File: config.mk
export PLATFORM = sky130hd
export DESIGN_NAME = ijg_lane
export DESIGN_NICKNAME = d
export VERILOG_FILES = /design/src/isoparametric_jacobian_gradient_macros.svh /design/src/ijg_pkg.sv /design/src/ijg_lane.sv
export SDC_FILE = /design/constraint.sdc
export NUM_CORES = 2
export LEC_CHECK = 0
export BUFFER_PORTS_ARGS = -buffer_cell sky130_fd_sc_hd__buf_2
export CAP_MARGIN = 20
export CORE_MARGIN = 2
export CORE_UTILIZATION = 30
export DETAILED_ROUTE_END_ITERATION = 10
export HOLD_SLACK_MARGIN = 0.03
export PLACE_DENSITY = 0.44
export SLEW_MARGIN = 30
export SYNTH_ARGS = -nofsm -noshare
export SYNTH_HDL_FRONTEND = slang
export SYNTH_SLANG_ARGS = --single-unit
File: constraint.sdc
create_clock -name clk -period 20.1 [get_ports clk]
set_input_delay 2.01 -clock clk [delete_from_list [all_inputs] [get_ports clk]]
set_output_delay 2.01 -clock clk [all_outputs]
set_load 0.01 [all_outputs]
File: src/isoparametric_jacobian_gradient_macros.svh
// Assertion macros for the isoparametric Jacobian gradient block.
// Each macro expects signals named clk and rst_n in the calling module.
`ifndef ISOPARAMETRIC_JACOBIAN_GRADIENT_MACROS_SVH
`define ISOPARAMETRIC_JACOBIAN_GRADIENT_MACROS_SVH

// Consequent must hold in the same cycle as the antecedent.
`define IJG_ASSERT_IMP(label, ante, cons, msg) \
  label: assert property (@(posedge clk) disable iff (!rst_n) (ante) |-> (cons)) else $error(msg);

// Consequent must hold in the cycle after the antecedent.
`define IJG_ASSERT_NXT(label, ante, cons, msg) \
  label: assert property (@(posedge clk) disable iff (!rst_n) (ante) |=> (cons)) else $error(msg);

`endif

File: src/ijg_pkg.sv
// Shared types, constants and fixed-point helpers for the Jacobian gradient block.
// No dependencies; every other file of the block but the macros header imports this package.
package ijg_pkg;

  localparam int MAX_NODES = 8;
  localparam int NODE_W    = $clog2(MAX_NODES);
  localparam int CNT_W     = $clog2(MAX_NODES + 1);
  localparam int DIV_CW    = 6;

  localparam logic [31:0] Q_ONE     = 32'h0001_0000;
  localparam logic [31:0] Q_NEG_ONE = 32'hFFFF_0000;
  localparam logic [31:0] S32_MAX   = 32'h7FFF_FFFF;
  localparam logic [31:0] S32_MIN   = 32'h8000_0000;

  // Lane accumulate operations.
  typedef enum logic [1:0] {
    OP_LOAD,
    OP_ADD,
    OP_SUB
  } lane_op_t;

  // One multiply request to a lane.
  typedef struct packed {
    logic       vld;
    lane_op_t   op;
    logic [1:0] sel;
  } lane_req_t;

  typedef logic [2:0][2:0][31:0] jmat_t;

  // Sequencer states.
  typedef enum logic [4:0] {
    S_IDLE,
    S_N1,
    S_N2,
    S_LWAIT,
    S_JCAP,
    S_COF,
    S_CWAIT,
    S_CCAP,
    S_DET,
    S_DWAIT,
    S_DCHK,
    S_DIVGO,
    S_DIVRUN,
    S_ERD,
    S_EMUL,
    S_EWAIT,
    S_EOUT
  } st_t;

  // Round a Q32.32 value to Q16.16 (half up) and clamp to 32-bit signed.
  function automatic logic [31:0] rnd_sat(input logic [63:0] x);
    logic signed [48:0] r;
    r = $signed({x[63], x[63:16]}) + $signed({48'd0, x[15]});
    if (r > 49'sd2147483647) begin
      return S32_MAX;
    end else if (r < -49'sd2147483648) begin
      return S32_MIN;
    end
    return r[31:0];
  endfunction

  // Next index modulo three.
  function automatic logic [1:0] inc3(input logic [1:0] v);
    return (v == 2'd2) ? 2'd0 : v + 2'd1;
  endfunction

endpackage

File: src/ijg_lane.sv
// One multiply-accumulate lane: registered 32x32 product, then a saturating
// 64-bit accumulate into one of three accumulators. Depends on ijg_pkg.
module ijg_lane import ijg_pkg::*; (
  input  logic               clk,
  input  logic               rst_n,
  input  logic               clr,
  input  lane_req_t          req,
  input  logic signed [31:0] op_a,
  input  logic signed [31:0] op_b,
  output logic [2:0][63:0]   acc
);

  logic [2:0][63:0]   acc_r;
  logic               vld_r;
  lane_op_t           op_r;
  logic [1:0]         sel_r;
  logic signed [63:0] prod_r;
  logic signed [63:0] prod_nxt;
  logic signed [64:0] base;
  logic signed [64:0] p65;
  logic signed [64:0] sum;
  logic [63:0]        acc_nxt;

  // Product stage.
  assign prod_nxt = op_a * op_b;

  always_ff @(posedge clk) begin
    prod_r <= prod_nxt;
    op_r   <= req.op;
    sel_r  <= req.sel;
  end

  // Saturating accumulate of the registered product.
  always_comb begin
    base = $signed({acc_r[sel_r][63], acc_r[sel_r]});
    p65  = {prod_r[63], prod_r};
    unique case (op_r)
      OP_LOAD: sum = p65;
      OP_ADD:  sum = base + p65;
      OP_SUB:  sum = base - p65;
      default: sum = p65;
    endcase
    if (sum[64] != sum[63]) begin
      acc_nxt = sum[64] ? 64'h8000_0000_0000_0000 : 64'h7FFF_FFFF_FFFF_FFFF;
    end else begin
      acc_nxt = sum[63:0];
    end
  end

  always_ff @(posedge clk) begin
    if (!rst_n) begin
      vld_r <= 1'b0;
      acc_r <= '0;
    end else begin
      vld_r <= req.vld;
      if (clr) begin
        acc_r <= '0;
      end else if (vld_r) begin
        acc_r[sel_r] <= acc_nxt;
      end
    end
  end

  assign acc = acc_r;

endmodule

=== Yosys cells after proc, flatten, opt, wreduce, memory -nomap -nowiden ===
Index checks and enable logic that the tools add are counted.

* $add $sub $neg: 2
* Multipliers: 1
* Order comparisons: 2
* Equal/unequal tests: 3
* Muxes and demuxes: 8
* Bitwise logic cells: 1
* Reduce and logical (&&, ||, !) cells: 2

{| class="wikitable"
|+ Operator list
! operator !! count
|-
| two-way mux 64 bit || 4
|-
| bitwise mux 192 bit || 1
|-
| case mux 65 bit (2 select lines) || 1
|-
| binary-select mux 64 bit (select 2 bit) || 1
|-
| demux 64 bit (select 2 bit) || 1
|-
| adder 64 x 64 -> 65 bit || 1
|-
| subtractor 64 x 64 -> 65 bit || 1
|-
| multiplier 32 x 32 -> 64 bit || 1
|-
| less-than comparator 2 x 3 -> 1 bit (second input constant) || 1
|-
| equality test 2 x 1 -> 1 bit (second input constant) || 1
|-
| equality test 2 bit (second input constant) || 1
|-
| greater-or-equal comparator 2 x 1 -> 1 bit (second input constant) || 1
|-
| OR reduction 2 bit || 1
|-
| logical AND 1 bit || 1
|-
| inequality test 1 bit || 1
|-
| NOT 1 bit || 1
|}

* Bits in registers: 261
* Logic and storage cells: 26

=== Longest topological paths before layout ===
* Word-level depth: 7
* Gate-level depth with buffers: 30
* Mapped depth without buffers: 28

=== Least setup slack after synthesis ===
OpenSTA, ideal clock, no wires.

* Path type: input port to flip-flop
* Start point: input port op_a[31]
* End point: register prod_r[60]
* Setup time: 144 ps
* Arrival time: 9293 ps
* Path slack: 10663 ps
* Stages: 30
* Buffers on the path: 2
* Cells stage by stage: clkbuf_1 nand2_1 inv_1 fa_1 inv_1 fa_1 inv_1 fa_1 fa_1 inv_1 fa_1 inv_1 fa_1 inv_1 fa_1 inv_1 fa_1 ha_1 clkbuf_1 a21o_1 a21oi_1 o21bai_1 a21o_1 a21oi_1 nor2b_1 o21ai_0 nand2b_1 or3_1 mux2i_1 a2111oi_0

* Cells in the longest elaborated chain, start to end: 1

{| class="wikitable"
|+ Ends and longest elaborated chain
! element !! RTL line !! RTL
|-
| from (decl) || ijg_lane.sv:8 || <nowiki>input logic signed [31:0] op_a,</nowiki>
|-
| multiplier 32 x 32 -> 64 bit || ijg_lane.sv:25 || <nowiki>assign prod_nxt = op_a * op_b;</nowiki>
|-
| via prod_nxt[60] || ijg_lane.sv:18 || <nowiki>logic signed [63:0] prod_nxt;</nowiki>
|-
| to (signal assigned) || ijg_lane.sv:28 || <nowiki>prod_r <= prod_nxt;</nowiki>
|-
| to (decl) || ijg_lane.sv:17 || <nowiki>logic signed [63:0] prod_r;</nowiki>
|}

The timed path passes the listed nets, and every way through them passes these cells.
A chain may end at the register's enable or synchronous reset.

=== Worst setup path in the final report ===
* Start point: input port op_a[23]
* End point: register prod_r[63]

The elaborated chain is that of the path after synthesis.

==> results.yml <==
synthesis:
  syn_inst: 5909
  synth.avg_cell_area_um2: 8.768
  yosysTopAreaCellShare_pct: 41.85
  synth-edff-count: 0
  synthArstFlopShare_pct: 0
  synth.largest_area_cell: "fa_1"
  ys.flop_type: "dfxtp_1"
  synth-seq-area-share_pct: 10.09
  synthesis.nets: 7314
  syn_area_um2: 51810
  ys_types: 83
  synthTopCellsByArea: "fa_1, dfxtp_1, inv_1, and2_1, ha_1"
  yosys_warnings: 0
  synth-seq-cells: 261
clock_tree:
  htreeDepth: 1
  clk_latency_ps: 560
  cts.path.max_buffers: 3
  cts_sinks: 261
  holdBufCountCts: 0
  root_buffer: "clkbuf_16"
  clk_pin_slew_worst_paths_ps: 70
  cts.repair.resized: 0
  cts_buffers: 27
  cts_tree: "done"
  postCtsSetupBuffers: 0
placement:
  place.gp.congestion: 0.9036
  hpwl_mm: 142.1
  portBuffers: 263
timing:
  fmax_ghz: 0.09625
  tns_ps: 0
  worstMarginPinSlew_ps: 1010
  relSlewSlack_pct: 32.65
  setup_viol: 0
  period_minus_slack_ps: 10390
  hold_viol_final: 0
  rsz0062_at_grt: "no"
  drv_slew: 0
  skew_ps: 21.24
  post-route-period-util_pct: 51.69
final_layout:
  most-common-layout-cells: "fa_1, inv_1, nand2_1, and2_1, a21oi_1"
  nets: 7296
  layout_commonest_cell: "fa_1"
  drive_above_1_share_pct: 6.615
  area_growth_pct: 8.074
detailed_routing:
  vias: 40600
  remaining_drc_errors: 0
  finalWirelength_mm: 179.6
  drtIter0Drc: 2948
  via_per_inst: 4.937
  post_drt_wl_per_cell_um: 21.84
  detail-route-antenna-nets: 0
  dr.pass1.iters: 5
global_routing:
  grt.overflow.total: 0
  antenna_found_initial: 11
  grt_first_pass_wirelength_mm: 274.5
  grt_pass1_vias: 42160
  grt_max_degree: 106
  grt_usage_pct: 20.35
floorplanning:
  num_rows: 152
  fp.dieArea_um2: 176000
  die_h_um: 419.6
  start_util_pct: 30.20
  die_w_um: 419.6
  ios: 264
  core-area_um2: 171500
critical_path:
  critPathArrivalTime_ps: 10820
  path_max_fanout: 32
  critPathCaptureType: "flop"
  startpoint_type: "input pin"
  path_class: "in2reg"
  cp.required_ps: 20540
worst_hold_path:
  min_path_type: "reg2reg"
run_status:
  status: "finished clean"
job:
  maxCapViolCount: 0
## registers in the layout, indices dropped and copies added, names as in the netlist
signal and cells:
prod_r 64, vld_r 1, sel_r 2, op_r 2, acc 192
## Yosys cell counts (all sizes together), types with 6 or more instances
cell / number
a221oi: 7
or4: 6
o21a: 27
inv: 986
fa: 1083
and3: 32
a2111oi: 8
ha: 250
o211ai: 26
nor3: 69
a31o: 6
and2: 525
nor2b: 19
nand3: 53
or3: 11
a31oi: 36
buf: 26
xor2: 51
mux2i: 75
nand2b: 28
xnor2: 130
clkbuf: 325
nor2: 266
o22ai: 6
nor4: 16
a311oi: 6
o211a: 10
o21bai: 24
o21ai: 311
a211oi: 21
a21o: 73
dfxtp: 261
o221ai: 8
a21oi: 311
o31ai: 10
nand4: 27
nand2: 690
or2: 8
a2bb2oi: 6
## critical path, stage by stage
cell	delay (ps)
buf_2	680
and2_1	250
fa_1	460
fa_1	550
inv_1	60
fa_1	490
fa_1	510
inv_1	50
fa_1	630
fa_1	460
fa_1	490
inv_1	50
fa_1	480
inv_1	50
ha_1	390
nand4_1	290
nor2_1	120
and3b_1	190
a311oi_1	710
a21oi_1	290
a2111oi_0	690
o31ai_1	220
a31oi_1	360
mux2i_1	220
nand4_1	90
## final timing paths
| kind | start | to | slack [ps] | depth (start not counted) |
|---|---|---|---|---|
| setup / recovery | op_a[23] | prod_r[63] | 9710 | 25 |
| hold / removal | acc[111] | acc[111] | 470 | 2 |
| hold reg to reg | acc[111] | acc[111] | 470 | 2 |
| setup reg to reg | prod_r[2] | acc[51] | 12150 | 25 |
## routing by layer
metal  global-route usage [%]  up-vias  share of wire, %
met2                    30.58     1201                42
met4                    2.664       14               1.3
met5                        0        -             0.045
met1                    31.30    20960                50
li1                         -    18310                 -
met3                    3.067      119               6.7
## per-stage QoR
| step | setup slack [ps] | hold slack, ps | std cells | util [%] | area (um^2) |
|---|---|---|---|---|---|
| after CTS | 9737 | 470.6 | 8221 | 32.63 | 55980 |
| final | 9711 | 471.2 | 8223 | 32.64 | 55990 |
| after global placement | 9277 | 460.7 | 8172 | 32.08 | 55030 |
| after detailed placement | 9146 | 461.3 | 8172 | 32.08 | 55040 |
| after global routing | 9373 | 505.5 | 8221 | 32.64 | 55980 |
| after floorplan | 10660 | 487.4 | 5909 | - | 51810 |
## kinds of logic (layout without fill, tap and decap cells)
logic type | after synthesis | after routing | synth area share, %
flops | 261 | 261 | 10.09
simple gates | 1769 | 1769 | 16.70
xor+xnor | 181 | 181 | 3.060
other cells | 0 | 2 | 0
fa+ha+maj | 1338 | 1338 | 47.98
compound gates | 946 | 946 | 10.99
mux | 75 | 75 | 1.449
buf+inv | 1339 | 1341 | 9.730
## area by class of cell
cell class,instances,area [um^2]
Tap cell,2310,2890
Antenna cell,2,5.005
Clock inverter,8,127.6
Sequential cell,261,5230
Inverter,988,3709
Clock buffer,41,819.5
Timing Repair Buffer,304,1630
Fill cell,18190,115600
Multi-Input combinational cell,4309,41580
Power is not shown: default switching activity piles up to over one toggle a cycle in this logic, so the estimate is an artifact.
