File: config.mk
export PLATFORM = sky130hd
export DESIGN_NAME = ijg_div
export DESIGN_NICKNAME = d
export VERILOG_FILES = /design/src/isoparametric_jacobian_gradient_macros.svh /design/src/ijg_pkg.sv /design/src/ijg_div.sv
export SDC_FILE = /design/constraint.sdc
export NUM_CORES = 1
export LEC_CHECK = 0
export ABC_AREA = 1
export BUFFER_PORTS_ARGS = -buffer_cell sky130_fd_sc_hd__buf_2
export CAP_MARGIN = 10
export CORE_UTILIZATION = 59
export CTS_CLUSTER_SIZE = 12
export DETAILED_ROUTE_END_ITERATION = 8
export GPL_TIMING_DRIVEN = 0
export MAX_ROUTING_LAYER = met4
export PLACE_DENSITY = 0.9
export SLEW_MARGIN = 20
export SYNTH_ARGS = -nofsm -noshare
export SYNTH_HDL_FRONTEND = slang
export SYNTH_SLANG_ARGS = --single-unit
File: constraint.sdc
create_clock -name clk -period 4.6 [get_ports clk]
set_input_delay 0.23 -clock clk [delete_from_list [all_inputs] [get_ports clk]]
set_output_delay 0.23 -clock clk [all_outputs]
set_load 0.02 [all_outputs]
File: src/isoparametric_jacobian_gradient_macros.svh
// Assertion macros for the isoparametric Jacobian gradient block.
// Each macro expects signals named clk and rst_n in the calling module.
`ifndef ISOPARAMETRIC_JACOBIAN_GRADIENT_MACROS_SVH
`define ISOPARAMETRIC_JACOBIAN_GRADIENT_MACROS_SVH

// Consequent must hold in the same cycle as the antecedent.
`define IJG_ASSERT_IMP(label, ante, cons, msg) \
  label: assert property (@(posedge clk) disable iff (!rst_n) (ante) |-> (cons)) else $error(msg);

// Consequent must hold in the cycle after the antecedent.
`define IJG_ASSERT_NXT(label, ante, cons, msg) \
  label: assert property (@(posedge clk) disable iff (!rst_n) (ante) |=> (cons)) else $error(msg);

`endif

File: src/ijg_pkg.sv
// Shared types, constants and fixed-point helpers for the Jacobian gradient block.
// No dependencies; every other file of the block but the macros header imports this package.
package ijg_pkg;

  localparam int MAX_NODES = 8;
  localparam int NODE_W    = $clog2(MAX_NODES);
  localparam int CNT_W     = $clog2(MAX_NODES + 1);
  localparam int DIV_CW    = 6;

  localparam logic [31:0] Q_ONE     = 32'h0001_0000;
  localparam logic [31:0] Q_NEG_ONE = 32'hFFFF_0000;
  localparam logic [31:0] S32_MAX   = 32'h7FFF_FFFF;
  localparam logic [31:0] S32_MIN   = 32'h8000_0000;

  // Lane accumulate operations.
  typedef enum logic [1:0] {
    OP_LOAD,
    OP_ADD,
    OP_SUB
  } lane_op_t;

  // One multiply request to a lane.
  typedef struct packed {
    logic       vld;
    lane_op_t   op;
    logic [1:0] sel;
  } lane_req_t;

  typedef logic [2:0][2:0][31:0] jmat_t;

  // Sequencer states.
  typedef enum logic [4:0] {
    S_IDLE,
    S_N1,
    S_N2,
    S_LWAIT,
    S_JCAP,
    S_COF,
    S_CWAIT,
    S_CCAP,
    S_DET,
    S_DWAIT,
    S_DCHK,
    S_DIVGO,
    S_DIVRUN,
    S_ERD,
    S_EMUL,
    S_EWAIT,
    S_EOUT
  } st_t;

  // Round a Q32.32 value to Q16.16 (half up) and clamp to 32-bit signed.
  function automatic logic [31:0] rnd_sat(input logic [63:0] x);
    logic signed [48:0] r;
    r = $signed({x[63], x[63:16]}) + $signed({48'd0, x[15]});
    if (r > 49'sd2147483647) begin
      return S32_MAX;
    end else if (r < -49'sd2147483648) begin
      return S32_MIN;
    end
    return r[31:0];
  endfunction

  // Next index modulo three.
  function automatic logic [1:0] inc3(input logic [1:0] v);
    return (v == 2'd2) ? 2'd0 : v + 2'd1;
  endfunction

endpackage

File: src/ijg_div.sv
// Iterative signed 64 by unsigned 32 divider, one quotient bit per cycle,
// truncating toward zero, quotient clamped to 32-bit signed. Depends on ijg_pkg.
module ijg_div import ijg_pkg::*; (
  input  logic        clk,
  input  logic        rst_n,
  input  logic        start,
  input  logic [63:0] dividend,
  input  logic [31:0] divisor,
  output logic        done,
  output logic [31:0] quot
);

  logic              run_r;
  logic              done_r;
  logic [DIV_CW-1:0] cnt_r;
  logic [32:0]       rem_r;
  logic [63:0]       q_r;
  logic [31:0]       dvs_r;
  logic              neg_r;
  logic [31:0]       quot_r;
  logic [32:0]       rem_sh;
  logic              ge;
  logic [63:0]       q_nxt;
  logic [31:0]       quot_nxt;

  // One restoring step.
  always_comb begin
    rem_sh = {rem_r[31:0], q_r[63]};
    ge     = rem_sh >= {1'b0, dvs_r};
    q_nxt  = {q_r[62:0], ge};
  end

  // Sign and clamp of the final magnitude.
  always_comb begin
    if (neg_r) begin
      if ((|q_nxt[63:32]) || (q_nxt[31] && (|q_nxt[30:0]))) begin
        quot_nxt = S32_MIN;
      end else begin
        quot_nxt = 32'd0 - q_nxt[31:0];
      end
    end else begin
      quot_nxt = (|q_nxt[63:31]) ? S32_MAX : q_nxt[31:0];
    end
  end

  always_ff @(posedge clk) begin
    if (!rst_n) begin
      run_r  <= 1'b0;
      done_r <= 1'b0;
      cnt_r  <= '0;
    end else begin
      done_r <= 1'b0;
      if (start) begin
        run_r <= 1'b1;
        cnt_r <= '0;
      end else if (run_r) begin
        cnt_r <= cnt_r + 1'b1;
        if (&cnt_r) begin
          run_r  <= 1'b0;
          done_r <= 1'b1;
        end
      end
    end
  end

  always_ff @(posedge clk) begin
    if (start) begin
      q_r   <= dividend[63] ? 64'd0 - dividend : dividend;
      neg_r <= dividend[63];
      dvs_r <= divisor;
      rem_r <= '0;
    end else if (run_r) begin
      q_r   <= q_nxt;
      rem_r <= ge ? rem_sh - {1'b0, dvs_r} : rem_sh;
      if (&cnt_r) begin
        quot_r <= quot_nxt;
      end
    end
  end

  assign done = done_r;
  assign quot = quot_r;

endmodule

Word-level counts from Yosys, hierarchy flattened
Cells that the tools add are included.
- register bits: 169
- bits of input ports: 99
- output and inout bits: 33
- logic and storage cells: 37
- $add $sub $neg: 4
- $lt $le $gt $ge: 1
- muxes and demuxes: 11
- bitwise logic cells: 3
- reductions and logical operators: 10
- operators by type and width (cell ; number):
    $mux 64 ; 3
    $mux 32 ; 4
    $sub 1x64->64 const A ; 1
    $ge 33x32->1 ; 1
    $reduce_or 33->1 ; 1
    $reduce_or 32->1 ; 1
    $sub 1x32->32 const A ; 1
    $sub 32x32->32 ; 1
    $reduce_or 31->1 ; 1
    $reduce_and 8->1 ; 1
    $add 6x1->6 const B ; 1
    $reduce_and 6->1 ; 1
    $mux 1 ; 4
    $not 1->1 ; 3
    $reduce_or 3->1 ; 1
    $reduce_bool 2->1 ; 1
    $reduce_or 2->1 ; 1
    $logic_and 1x1->1 ; 1
    $logic_or 1x1->1 ; 1

Logic depth before layout (Yosys ltp)
Gate-level depths: netlist of the first run.
- word-level depth: 6
- gate-level depth with buffers: 24
- gate-level depth less buffers: 24

Worst setup path before layout of the first run
Ideal clock, no wire load.
- path type: reg2reg
- start point: register dvs_r[28]
- end point: register quot_r[28], in the netlist quot[28] (data pin)
- library setup time: 256 ps
- data arrival time: 2743 ps
- data required time: 4344 ps
- setup slack: 1601 ps
- cell stages (with the launch flop): 20
- path buffers: 0
- cells stage by stage: edfxtp_1 > inv_1 > ha_1 > a21oi_1 > nand2_1 > a21oi_2 > nand2_2 > nor2_8 > nand2_8 > inv_2 > ha_1 > nand3_2 > nor2_1 > nand2_1 > nor2_1 > nand4_1 > nor3_2 > nand4_1 > nand3_1 > nand2_1
- cells in the longest elaborated chain, start to end: 6
- RTL lines (item ; RTL line ; source):
    start: declaration ; ijg_div.sv:18 ; logic [31:0] dvs_r;
    start signal: assignment ; ijg_div.sv:70 ; dvs_r <= divisor;
    $ge 33x32->1 * ; ijg_div.sv:29 ; ge = rem_sh >= {1'b0, dvs_r};
    branches (longest 3 deep; another with $sub 1x32->32) ; - ;
    $mux 32 * ; ijg_div.sv:36 ; if ((|q_nxt[63:32]) || (q_nxt[31] && (|q_nxt[30:0]))) begin
    $mux 32 * ; ijg_div.sv:35 ; if (neg_r) begin
    named net quot_nxt[28] ; ijg_div.sv:24 ; logic [31:0] quot_nxt;
    end signal: assignment ; ijg_div.sv:76 ; quot_r <= quot_nxt;
    end: declaration ; ijg_div.sv:20 ; logic [31:0] quot_r;
Mark *: on every way through the listed nets, which the timed path passes.
A chain may end at the register's enable or synchronous reset.

Final worst setup path of the first run
- start point: register dvs_r[12]
- end point: register quot_r[28], in the netlist quot[28] (data pin)
Same word-level chain as after synthesis.

==> results of run 1 <==
repair_timing:
action                                 in CTS  in global routing
hold buffers                               31                  0
endpoints found under the hold margin      31                  0
resized for setup                           0                  0
setup buffers                               0                  0
cell usage in the layout, fill, tap and decap left out, types with 29 or more instances in the layout:
cell                            Yosys  final
sky130_fd_sc_hd__nand3_1          119    119
sky130_fd_sc_hd__xor2_1            48     48
sky130_fd_sc_hd__nand2_1          434    434
sky130_fd_sc_hd__ha_1              36     36
sky130_fd_sc_hd__o21ai_0          123    123
sky130_fd_sc_hd__edfxtp_1         129    129
sky130_fd_sc_hd__dfxtp_1           40     40
sky130_fd_sc_hd__dlygate4sd3_1      0     31
sky130_fd_sc_hd__nor2_1           200    199
sky130_fd_sc_hd__clkbuf_1          29     30
sky130_fd_sc_hd__nor3_1            29     29
sky130_fd_sc_hd__a21oi_1           49     49
sky130_fd_sc_hd__nand4_1           32     32
sky130_fd_sc_hd__buf_2              2    133
sky130_fd_sc_hd__inv_1            186    185
flip-flops by register name, indices dropped and copies added, names as in the netlist:
signal / flops
cnt_r: 6
done: 1
dvs_r: 32
neg_r: 1
q_r: 64
quot: 32
rem_r: 32
run_r: 1
cells by family (layout without fill, tap and decap cells):
group | after synthesis | after routing | share of synthesized area (%)
AOI/OAI and AO/OA | 250 | 250 | 11.8
xor gates and xnor gates | 66 | 66 | 4.84
adders and majority gates | 37 | 37 | 3.94
buffers and inverters | 240 | 436 | 8.00
DFF | 169 | 169 | 39.2
and+or+nand+nor | 883 | 883 | 32.3
metal layers:
metal,global-route usage (%),vias up,share of wire [%]
li1,-,5821,-
met1,50.4,5544,42
met2,60.6,670,45
met3,5.73,93,9.1
met4,16.9,0,3.5
met5,-,-,0
final cells by class:
class / count / area, um2
plain buffers: 44 / 219
clock buffers: 18 / 429
clock inverters: 14 / 153
fillers: 1616 / 5790
inverters: 196 / 738
multi-input cells: 1236 / 6320
flip-flops and latches: 169 / 4670
well taps: 265 / 332
repair buffers: 164 / 1010
power by group through the flow:
stage          registers (mW)  clock network, mW  logic [mW]
6_report                 1.85               1.42       0.633
3_3_place_gp             1.87                  0       0.568
5_1_grt                  1.86               1.48       0.692
2_1_floorplan            1.84                  0       0.384
3_5_place_dp             1.87                  0       0.585
4_1_cts                  1.84               1.41       0.612
worst min-delay path by stage:
stage / end / slack (ps) / cells past startpoint
2_1_floorplan: dvs_r[0] / 330 / 0
3_5_place_dp: dvs_r[8] / 410 / 1
5_1_grt: dvs_r[20] / 6 / 1
4_1_cts: dvs_r[20] / 20 / 1
3_3_place_gp: dvs_r[4] / 410 / 1
6_report: dvs_r[20] / 10 / 1
through the flow:
step	cells	cell area [um2]
2_1_floorplan	1645	11900
3_3_place_gp	2041	12900
3_5_place_dp	2043	13000
4_1_cts	2106	13900
5_1_grt	2106	13900
6_report	2106	13900
==> load_flow_metrics.sql, run 1 <==
INSERT INTO impl_metrics (metric_group, metric, value, unit) VALUES
('drt', 'via_density_per_instance', '5.76', ''),
('synth', 'synthCells', '1645', ''),
('drt', 'post_drt_wl_per_cell', '18.3', 'um'),
('timing', 'drv_slew', '0', ''),
('synth', 'ys_seq_area_share', '39.2', '%'),
('setup_path', 'critical-path-slowest-cell', 'sky130_fd_sc_hd__edfxtp_1', ''),
('cells_and_area', 'finalCoreUtilization', '70.6', '%'),
('grt', 'number_of_global_route_vias_before_repair', '11500', ''),
('synth', 'synth-edff-count', '129', ''),
('floorplanning', 'core_area', '0.0197', 'mm2'),
('cts', 'cts_sinks', '169', ''),
('pwr', 'totalPowerFinal', '3.90', 'mW'),
('drt', 'detail_route.drc_violations', '0', ''),
('timing', 'worst-slew-pin-transition', '893', 'ps'),
('hold_path', 'holdCritStartpoint', 'divisor[20]', ''),
('pwr', 'internal_power_component', '2.69', 'mW'),
('drt', 'finalWirelength', '38600', 'um'),
('synth', 'synth.cell_area', '0.0119', 'mm2'),
('floorplanning', 'die_area', '0.0208', 'mm2'),
('pwr', 'total_leakage_power', '6.10', 'nW'),
('synth', 'ys.warnings.count', '0', ''),
('setup_path', 'required', '4790', 'ps'),
('setup_path', 'critical_path.top_delay_family', 'simple AND/OR/NAND/NOR gates', ''),
('synth', 'synth_common_cells', '434 x sky130_fd_sc_hd__nand2_1, 200 x sky130_fd_sc_hd__nor2_1, 186 x sky130_fd_sc_hd__inv_1', ''),
('setup_path', 'reg2reg_depth', '19', ''),
('setup_path', 'critical_path_data_arrival_time', '4030', 'ps'),
('setup_path', 'timing.setup.critical_path_class', 'reg2reg', ''),
('drt', 'detailedRoute.firstPassIterationCount', '5', ''),
('timing', 'fin_worst_skew', '17.5', 'ps'),
('pwr', 'switchingPower', '1.21', 'mW'),
('grt', 'globalRouteOverflowTotal', '0', ''),
('status', 'run_status', 'finished, final reports clean', ''),
('setup_path', 'critical_path.max_stage_delay', '360', 'ps'),
('hold_path', 'hold_class', 'in2reg', ''),
('timing', 'setup-violations-final', '0', ''),
('synth', 'synthMostInstantiatedCell', 'sky130_fd_sc_hd__nand2_1', ''),
('timing', 'totalNegativeSetupSlack', '0', 'ps'),
('setup_path', 'r2r_start', 'dvs_r[12]', ''),
('synth', 'synth_cell_type_count', '55', ''),
('pwr', 'pwr-share-seq', '47.5', '%'),
('setup_path', 'crit_chain', 'inv_1, ha_1, a21oi_1, nand2_1, a21oi_2, nand3_2, nand2_4, nand2_8, inv_2, ha_1, nand3_2, nor2_1, nand2_1, nor2_1, nand4_1, nor3_2, nand4_1, nand3_1, nand2_1', ''),
('setup_path', 'cp.depth', '19', ''),
('timing', 'final_critical_path_setup_slack', '762', 'ps'),
('synth', 'synth.ff_latch_count', '169', ''),
('pwr', 'power_density', '281', 'mW/mm2'),
('cells_and_area', 'diodes', '0', ''),
('pwr', 'clkPwrFrac', '36.3', '%'),
('floorplanning', 'floorplan.die.height', '144', 'um'),
('setup_path', 'critical_path.reg2reg.endpoint', 'quot[28]', ''),
('synth', 'netlist.top_cell.by_area', 'sky130_fd_sc_hd__edfxtp_1', ''),
('synth', 'yosys.area.top_type_share', '32.4', '%'),
('cells_and_area', 'drive_above_1_share', '13.1', '%'),
('cts', 'clock_path_buffers', '2', ''),
('timing', 'rsz_0062_raised_after_global_routing', 'no', ''),
('floorplanning', 'placement_rows', '51', ''),
('timing', 'final.min_clock_period', '3840', 'ps'),
('setup_path', 'critPathLaunch', 'dvs_r[12]', ''),
('synth', 'yosys_most_used_dff', 'sky130_fd_sc_hd__edfxtp_1', ''),
('synth', 'synthesized_net_count', '1781', ''),
('setup_path', 'worstSetupEndpoint', 'quot[28]', ''),
('setup_path', 'timing.critical_path.fanout_max', '10', ''),
('timing', 'timing.final.crit_share', '83.4', '%'),
('pwr', 'worst_ir_drop_vdd', '0.265', 'mV'),
('timing', 'hold_ws', '14.5', 'ps'),
('cts', 'insertion_delay', '440', 'ps'),
('timing', 'slew_headroom', '40.5', '%'),
('place', 'place_congestion', '1.00', ''),
('timing', 'report.final.hold_viol_count', '0', ''),
('grt', 'initial_antenna_violation_count', '0', ''),
('pwr', 'pwr-share-comb', '16.2', '%'),
('synth', 'synth_area_leaders', 'sky130_fd_sc_hd__edfxtp_1 32%, sky130_fd_sc_hd__nand2_1 14%, sky130_fd_sc_hd__dfxtp_1 6.7%', '');
Note: power is estimated with default switching activity, not from simulation.
==> run 2, diff against run 1 <==
clock period = 3.8 ns   (was 4.6 ns; I/O delays follow)
==> load_flow_metrics.sql, run 2 (synthesis results as in run 1) <==
INSERT INTO impl_metrics (metric_group, metric, value, unit) VALUES
('hold_path', 'min_path_cells', '3', ''),
('floorplanning', 'placement_rows', '51', ''),
('cts', 'numCtsBuffers', '17', ''),
('setup_path', 'critPathLaunch', 'dvs_r[16]', ''),
('drt', 'detailedRoute.firstPassIterationCount', '7', ''),
('floorplanning', 'start_util', '60.7', '%'),
('timing', 'rsz_0062_raised_after_global_routing', 'no', ''),
('setup_path', 'critical_path.n_buffers_inverters', '6', ''),
('place', 'dp_hpwl', '29100', 'um'),
('setup_path', 'required', '4040', 'ps'),
('setup_path', 'critical_path.most_common_cell', 'sky130_fd_sc_hd__inv_1', ''),
('cells_and_area', 'final_stage_net_count', '1969', ''),
('pwr', 'power_density', '339', 'mW/mm2'),
('drt', 'finalWirelength', '39000', 'um'),
('timing', 'final.min_clock_period', '3590', 'ps'),
('cells_and_area', 'most_common_library_cell_in_the_layout_ignoring_fill_and_taps', 'sky130_fd_sc_hd__nand2_1', ''),
('cells_and_area', 'postLayoutCellArea', '0.0140', 'mm2'),
('hold_path', 'holdCritStartpoint', 'rst_n', ''),
('grt', 'number_of_global_route_vias_before_repair', '11500', ''),
('cells_and_area', 'n_fill_cell', '1607', ''),
('cells_and_area', 'mostFrequentLayoutCells', '434 x sky130_fd_sc_hd__nand2_1, 196 x sky130_fd_sc_hd__nor2_1, 185 x sky130_fd_sc_hd__inv_1', ''),
('timing', 'drv_slew', '0', ''),
('grt', 'grt_pass1_wl', '59600', 'um'),
('setup_path', 'timing.critical_path.fanout_max', '10', ''),
('setup_path', 'r2r_setup_slack', '210', 'ps'),
('timing', 'slew_headroom', '38.4', '%'),
('timing', 'report.final.hold_viol_count', '0', ''),
('grt', 'pin_count_of_the_biggest_net_entering_global_routing', '39', ''),
('timing', 'hold_ws', '12.8', 'ps'),
('hold_path', 'hold_class', 'in2reg', ''),
('place', 'placement.cell_area', '0.0130', 'mm2'),
('setup_path', 'critical_path.reg2reg.endpoint', 'quot[2]', ''),
('hold_path', 'worstHoldEndpoint', 'run_r', ''),
('timing', 'totalNegativeSetupSlack', '0', 'ps'),
('drt', 'via_density_per_instance', '5.79', ''),
('floorplanning', 'die_area', '0.0208', 'mm2'),
('timing', 'worst-slew-pin-transition', '925', 'ps'),
('timing', 'fmaxAchievable', '0.279', 'GHz'),
('setup_path', 'r2r_start', 'dvs_r[16]', ''),
('place', 'numPortBuffers', '131', ''),
('setup_path', 'setup.worst_path.start_class', 'flop', ''),
('place', 'place_congestion', '1.00', ''),
('status', 'run_status', 'finished, final reports clean', ''),
('drt', 'detail-route-antenna-nets', '0', ''),
('drt', 'detailedRoute.firstIterationViolations', '1393', ''),
('cells_and_area', 'finalCoreUtilization', '71.1', '%'),
('pwr', 'totalPowerFinal', '4.74', 'mW'),
('setup_path', 'critical_path.top_delay_family', 'simple AND/OR/NAND/NOR gates', ''),
('setup_path', 'critical-path-slowest-cell', 'sky130_fd_sc_hd__edfxtp_1', ''),
('cts', 'path_clk_slew', '80', 'ps'),
('setup_path', 'crit_chain', 'inv_1, ha_1, nand2_1, inv_2, nand2_2, inv_1, a21oi_2, nand3_4, nand2_4, buf_4, nand3_1, nor2_2, nand4_1, ha_1, nor2_1, nand2_1, nor2_1, inv_1, clkbuf_1, o21ai_0', ''),
('floorplanning', 'io-pin-count', '132', ''),
('setup_path', 'timing.critical_path.to_type', 'flop', ''),
('drt', 'via_count', '12200', ''),
('timing', 'setup-violations-final', '0', ''),
('floorplanning', 'floorplan.die.height', '144', 'um'),
('cts', 'insertion_delay', '450', 'ps'),
('cts', 'cts_root_buf', 'sky130_fd_sc_hd__clkbuf_16', ''),
('grt', 'globalRouteOverflowTotal', '0', ''),
('setup_path', 'critical_path.max_stage_delay', '420', 'ps'),
('cts', 'clock_path_buffers', '2', ''),
('grt', 'initial_antenna_violation_count', '0', ''),
('timing', 'timing.final.crit_share', '94.5', '%'),
('cells_and_area', 'flow.area_growth_from_synthesis', '17.0', '%'),
('pwr', 'total_leakage_power', '6.13', 'nW'),
('cells_and_area', 'drive_above_1_share', '13.8', '%'),
('cts', 'tritoncts', 'yes', ''),
('pwr', 'worst_ir_drop_vdd', '0.324', 'mV'),
('drt', 'post_drt_wl_per_cell', '18.5', 'um'),
('cells_and_area', 'diodes', '0', ''),
('drt', 'detail_route.drc_violations', '0', ''),
('floorplanning', 'core_area', '0.0197', 'mm2'),
('setup_path', 'critical_path_data_arrival_time', '3830', 'ps'),
('setup_path', 'timing.setup.critical_path_class', 'reg2reg', ''),
('timing', 'fin_worst_skew', '15.4', 'ps'),
('cts', 'cts_max_level', '4', ''),
('cells_and_area', 'largest_register_ff_count', '64', ''),
('cts', 'cts_sinks', '169', ''),
('grt', 'grt_usage', '39.2', '%'),
('cells_and_area', 'top_register', 'q_r', ''),
('floorplanning', 'chipWidth', '144', 'um'),
('setup_path', 'reg2reg_depth', '20', ''),
('flow_run', 'maxCapViolations', '0', '');
-- run 2: worst max path at each step --
stage               endpoint  slack, ps  cells after the start
floorplan           quot[28]        800                     19
global placement     q_r[61]       -290                      5
detailed placement  quot[28]         50                     19
CTS                 quot[28]         40                     19
global route         quot[4]         50                     20
finish               quot[2]        210                     20
-- run 2: repair_timing --
| item | in CTS | in global routing |
|---|---|---|
| buffers inserted | 0 | 4 |
| gates resized for setup | 0 | 14 |
| hold endpoints to repair | 32 | 0 |
| setup endpoints to repair | 0 | 8 |
| hold buffers | 32 | 0 |
-- run 2: area by class of cell --
cell class	instances	area, um2	area share [%]
well taps	265	332	2.37
plain buffers	44	219	1.57
clock inverters	14	153	1.09
multi-input cells	1236	6370	45.6
flip-flops and latches	169	4670	33.5
repair buffers	169	1050	7.49
inverters	196	741	5.30
clock buffers	18	429	3.07
-- run 2: power breakdown --
group | switching (mW) | internal, mW
registers | 0.112 | 2.13
clock network | 0.843 | 0.876
logic | 0.518 | 0.257
-- run 2: through the flow --
step                      instances  worst slack (ps)
final                          2111               210
after global routing           2111              53.9
after CTS                      2107              40.9
after detailed placement       2043              52.3
after global placement         2041              -289
after floorplan                1645               801
-- run 2: worst reg2reg max path, stage by stage (launching register included) --
cell and delay [ps]:
sky130_fd_sc_hd__edfxtp_1 420, sky130_fd_sc_hd__inv_1 90, sky130_fd_sc_hd__ha_1 290, sky130_fd_sc_hd__nand2_1 120
sky130_fd_sc_hd__inv_2 50, sky130_fd_sc_hd__nand2_2 90, sky130_fd_sc_hd__inv_1 60, sky130_fd_sc_hd__a21oi_2 180
sky130_fd_sc_hd__nand3_4 140, sky130_fd_sc_hd__nand2_4 130, sky130_fd_sc_hd__buf_4 130, sky130_fd_sc_hd__nand3_1 100
sky130_fd_sc_hd__nor2_2 230, sky130_fd_sc_hd__nand4_1 140, sky130_fd_sc_hd__ha_1 210, sky130_fd_sc_hd__nor2_1 100
sky130_fd_sc_hd__nand2_1 90, sky130_fd_sc_hd__nor2_1 140, sky130_fd_sc_hd__inv_1 100, sky130_fd_sc_hd__clkbuf_1 250
sky130_fd_sc_hd__o21ai_0 320
-- run 2: metal layers --
metal,track usage [%],wire length [um],up-vias
met3,5.43,3550,87
li1,-,-,5829
met4,16.6,1230,0
met5,-,0,-
met2,61.2,17900,730
met1,51.2,16400,5584
==> run 3, diff against run 2 <==
REMOVE_ABC_BUFFERS = 1   (was unset)
==> load_flow_metrics.sql, run 3 (synthesis results as in run 1) <==
INSERT INTO impl_metrics (metric_group, metric, value, unit) VALUES
('drt', 'detail-route-antenna-nets', '0', ''),
('cts', 'insertion_delay', '440', 'ps'),
('hold_path', 'min_path_cells', '3', ''),
('drt', 'post_drt_wl_per_cell', '16.7', 'um'),
('grt', 'globalRouteOverflowTotal', '0', ''),
('hold_path', 'worstHoldEndpoint', 'run_r', ''),
('hold_path', 'hold_class', 'in2reg', ''),
('cts', 'cts_root_buf', 'sky130_fd_sc_hd__clkbuf_16', ''),
('cts', 'tritoncts', 'yes', ''),
('grt', 'pin_count_of_the_biggest_net_entering_global_routing', '65', ''),
('floorplanning', 'start_util', '60.7', '%'),
('timing', 'fin_worst_skew', '15.2', 'ps'),
('place', 'place_congestion', '1.00', ''),
('timing', 'report.final.hold_viol_count', '0', ''),
('cells_and_area', 'stdcell_count', '2077', ''),
('cells_and_area', 'most_common_library_cell_in_the_layout_ignoring_fill_and_taps', 'sky130_fd_sc_hd__nand2_1', ''),
('timing', 'setup-violations-final', '0', ''),
('timing', 'worst-slew-pin-transition', '1000', 'ps'),
('cells_and_area', 'multi_input_logic_area', '0.00643', 'mm2'),
('cells_and_area', 'drive_above_1_share', '14.2', '%'),
('timing', 'drv_slew', '0', ''),
('drt', 'via_count', '11800', ''),
('cts', 'cts_sinks', '169', ''),
('timing', 'final.min_clock_period', '3730', 'ps'),
('status', 'run_status', 'finished, final reports clean', ''),
('drt', 'detailedRoute.firstIterationViolations', '1188', ''),
('cells_and_area', 'final_stage_net_count', '1935', ''),
('cells_and_area', 'n_fill_cell', '1631', ''),
('timing', 'timing.final.crit_share', '98.1', '%'),
('timing', 'hold_ws', '21.0', 'ps'),
('setup_path', 'timing.critical_path.fanout_max', '11', ''),
('place', 'pre_cts_slack', '-644', 'ps'),
('cts', 'path_clk_slew', '70', 'ps'),
('setup_path', 'timing.setup.critical_path_class', 'reg2reg', ''),
('setup_path', 'timing.critical_path.to_type', 'flop', ''),
('timing', 'final_critical_path_setup_slack', '72.3', 'ps'),
('floorplanning', 'io-pin-count', '132', ''),
('floorplanning', 'core_area', '0.0197', 'mm2'),
('pwr', 'power_density', '335', 'mW/mm2'),
('setup_path', 'critical_path_data_arrival_time', '3960', 'ps'),
('cells_and_area', 'top_register', 'q_r', ''),
('cells_and_area', 'diodes', '0', ''),
('flow_run', 'maxCapViolations', '0', ''),
('floorplanning', 'die_area', '0.0208', 'mm2'),
('grt', 'number_of_global_route_vias_before_repair', '11200', ''),
('place', 'place_inst', '2001', ''),
('setup_path', 'critical_path.reg2reg.endpoint', 'quot[10]', ''),
('pwr', 'worst_ir_drop_vdd', '0.300', 'mV'),
('floorplanning', 'placement_rows', '51', ''),
('setup_path', 'r2r_start', 'dvs_r[16]', ''),
('place', 'dp_hpwl', '25400', 'um'),
('cts', 'cts_max_level', '4', ''),
('grt', 'initial_antenna_violation_count', '0', ''),
('setup_path', 'setup.worst_path.start_class', 'flop', ''),
('floorplanning', 'chipWidth', '144', 'um'),
('timing', 'fmaxAchievable', '0.268', 'GHz'),
('drt', 'via_density_per_instance', '5.70', ''),
('drt', 'finalWirelength', '34800', 'um'),
('cells_and_area', 'sequential_cell_area', '0.00467', 'mm2'),
('pwr', 'total_leakage_power', '6.09', 'nW'),
('timing', 'slew_headroom', '33.0', '%'),
('hold_path', 'holdCritStartpoint', 'rst_n', ''),
('cells_and_area', 'flow.area_growth_from_synthesis', '16.4', '%'),
('grt', 'grt_usage', '35.5', '%'),
('floorplanning', 'floorplan.die.height', '144', 'um'),
('setup_path', 'r2r_setup_slack', '70', 'ps'),
('cts', 'clock_path_buffers', '2', ''),
('cells_and_area', 'largest_register_ff_count', '64', ''),
('cells_and_area', 'mostFrequentLayoutCells', '433 x sky130_fd_sc_hd__nand2_1, 193 x sky130_fd_sc_hd__nor2_1, 184 x sky130_fd_sc_hd__inv_1', ''),
('drt', 'detailedRoute.firstPassIterationCount', '8', ''),
('setup_path', 'reg2reg_depth', '18', ''),
('place', 'numPortBuffers', '131', ''),
('cts', 'numCtsBuffers', '17', ''),
('drt', 'detail_route.drc_violations', '0', ''),
('grt', 'grt_pass1_wl', '55000', 'um'),
('setup_path', 'required', '4030', 'ps');
==> run 3: changes by cell type in the layout (fill, tap and decap cells not counted), moves of 3 or more <==
cell	before	now
sky130_fd_sc_hd__clkbuf_1	30	2
sky130_fd_sc_hd__buf_1	5	0
sky130_fd_sc_hd__clkinv_8	4	0
sky130_fd_sc_hd__nor2_4	3	7
sky130_fd_sc_hd__buf_2	133	130
sky130_fd_sc_hd__nor2_1	196	193
==> run 3: worst max path at each step <==
| stage | startpoint | end | slack [ps] |
|---|---|---|---|
| 4_1_cts | dvs_r[15] | quot[28] | 4 |
| 3_3_place_gp | start | quot[28] | -2020 |
| 2_1_floorplan | run_r | quot[0] | 250 |
| 5_1_grt | dvs_r[8] | quot[26] | -30 |
| 3_5_place_dp | dvs_r[12] | quot[6] | -640 |
| 6_report | dvs_r[16] | quot[10] | 70 |
==> run 3: per-layer routing <==
| layer | track usage (%) | share of wire (%) | up-vias | routed length [um] |
|---|---|---|---|---|
| li1 | - | - | 5769 | - |
| met5 | - | 0 | - | 0 |
| met4 | 13.1 | 3.0 | 0 | 1040 |
| met1 | 43.1 | 41 | 5442 | 14200 |
| met2 | 60.0 | 49 | 555 | 17000 |
| met3 | 5.20 | 7.2 | 80 | 2490 |
==> run 3: power by group <==
| group | total, mW | switching, mW | internal (mW) |
|---|---|---|---|
| Clock | 1.69 | 0.765 | 0.928 |
| Combinational | 0.737 | 0.480 | 0.256 |
| Sequential | 2.23 | 0.101 | 2.13 |
==> run 3: per-stage QoR <==
step                cell area [um2]  TNS (ps)  utilization [%]  power (mW)
floorplan                     11700         0                -        2.67
global placement              12700   -210130             64.6        2.92
detailed placement            12800     -5800             65.3        2.94
CTS                           13800         0             70.2        4.64
global route                  13900     -92.8             70.7        4.83
finish                        13900         0             70.7        4.66
==> run 3: critical path: stages, from the launching register on <==
cell                       delay, ps
sky130_fd_sc_hd__edfxtp_1        370
sky130_fd_sc_hd__inv_1           100
sky130_fd_sc_hd__ha_1            300
sky130_fd_sc_hd__nand2_1         120
sky130_fd_sc_hd__inv_2            50
sky130_fd_sc_hd__nand2_2          90
sky130_fd_sc_hd__inv_1            60
sky130_fd_sc_hd__a21oi_2         170
sky130_fd_sc_hd__nand3_4         160
sky130_fd_sc_hd__nand2_8         150
sky130_fd_sc_hd__nand3_1         120
sky130_fd_sc_hd__nor2_2          220
sky130_fd_sc_hd__nand4_1         230
sky130_fd_sc_hd__ha_1            260
sky130_fd_sc_hd__nor2_1          140
sky130_fd_sc_hd__nand2_1         230
sky130_fd_sc_hd__nor2_4          180
sky130_fd_sc_hd__inv_1           220
sky130_fd_sc_hd__o21ai_0         350
==> run 3: cell type report <==
class                   count  area share (%)
multi-input cells        1239            46.3
flip-flops and latches    169            33.7
repair buffers            176            8.22
inverters                 196            5.37
clock buffers              20            3.22
well taps                 265            2.39
clock inverters            12           0.829
==> run 3: repair_timing <==
item,4_1_cts,5_1_grt
buffers inserted,4,5
hold buffers,32,0
pin swaps,6,4
gates cloned,3,0
resized for setup,9,12
endpoints found under the hold margin,32,0
endpoints found under the setup margin,29,20
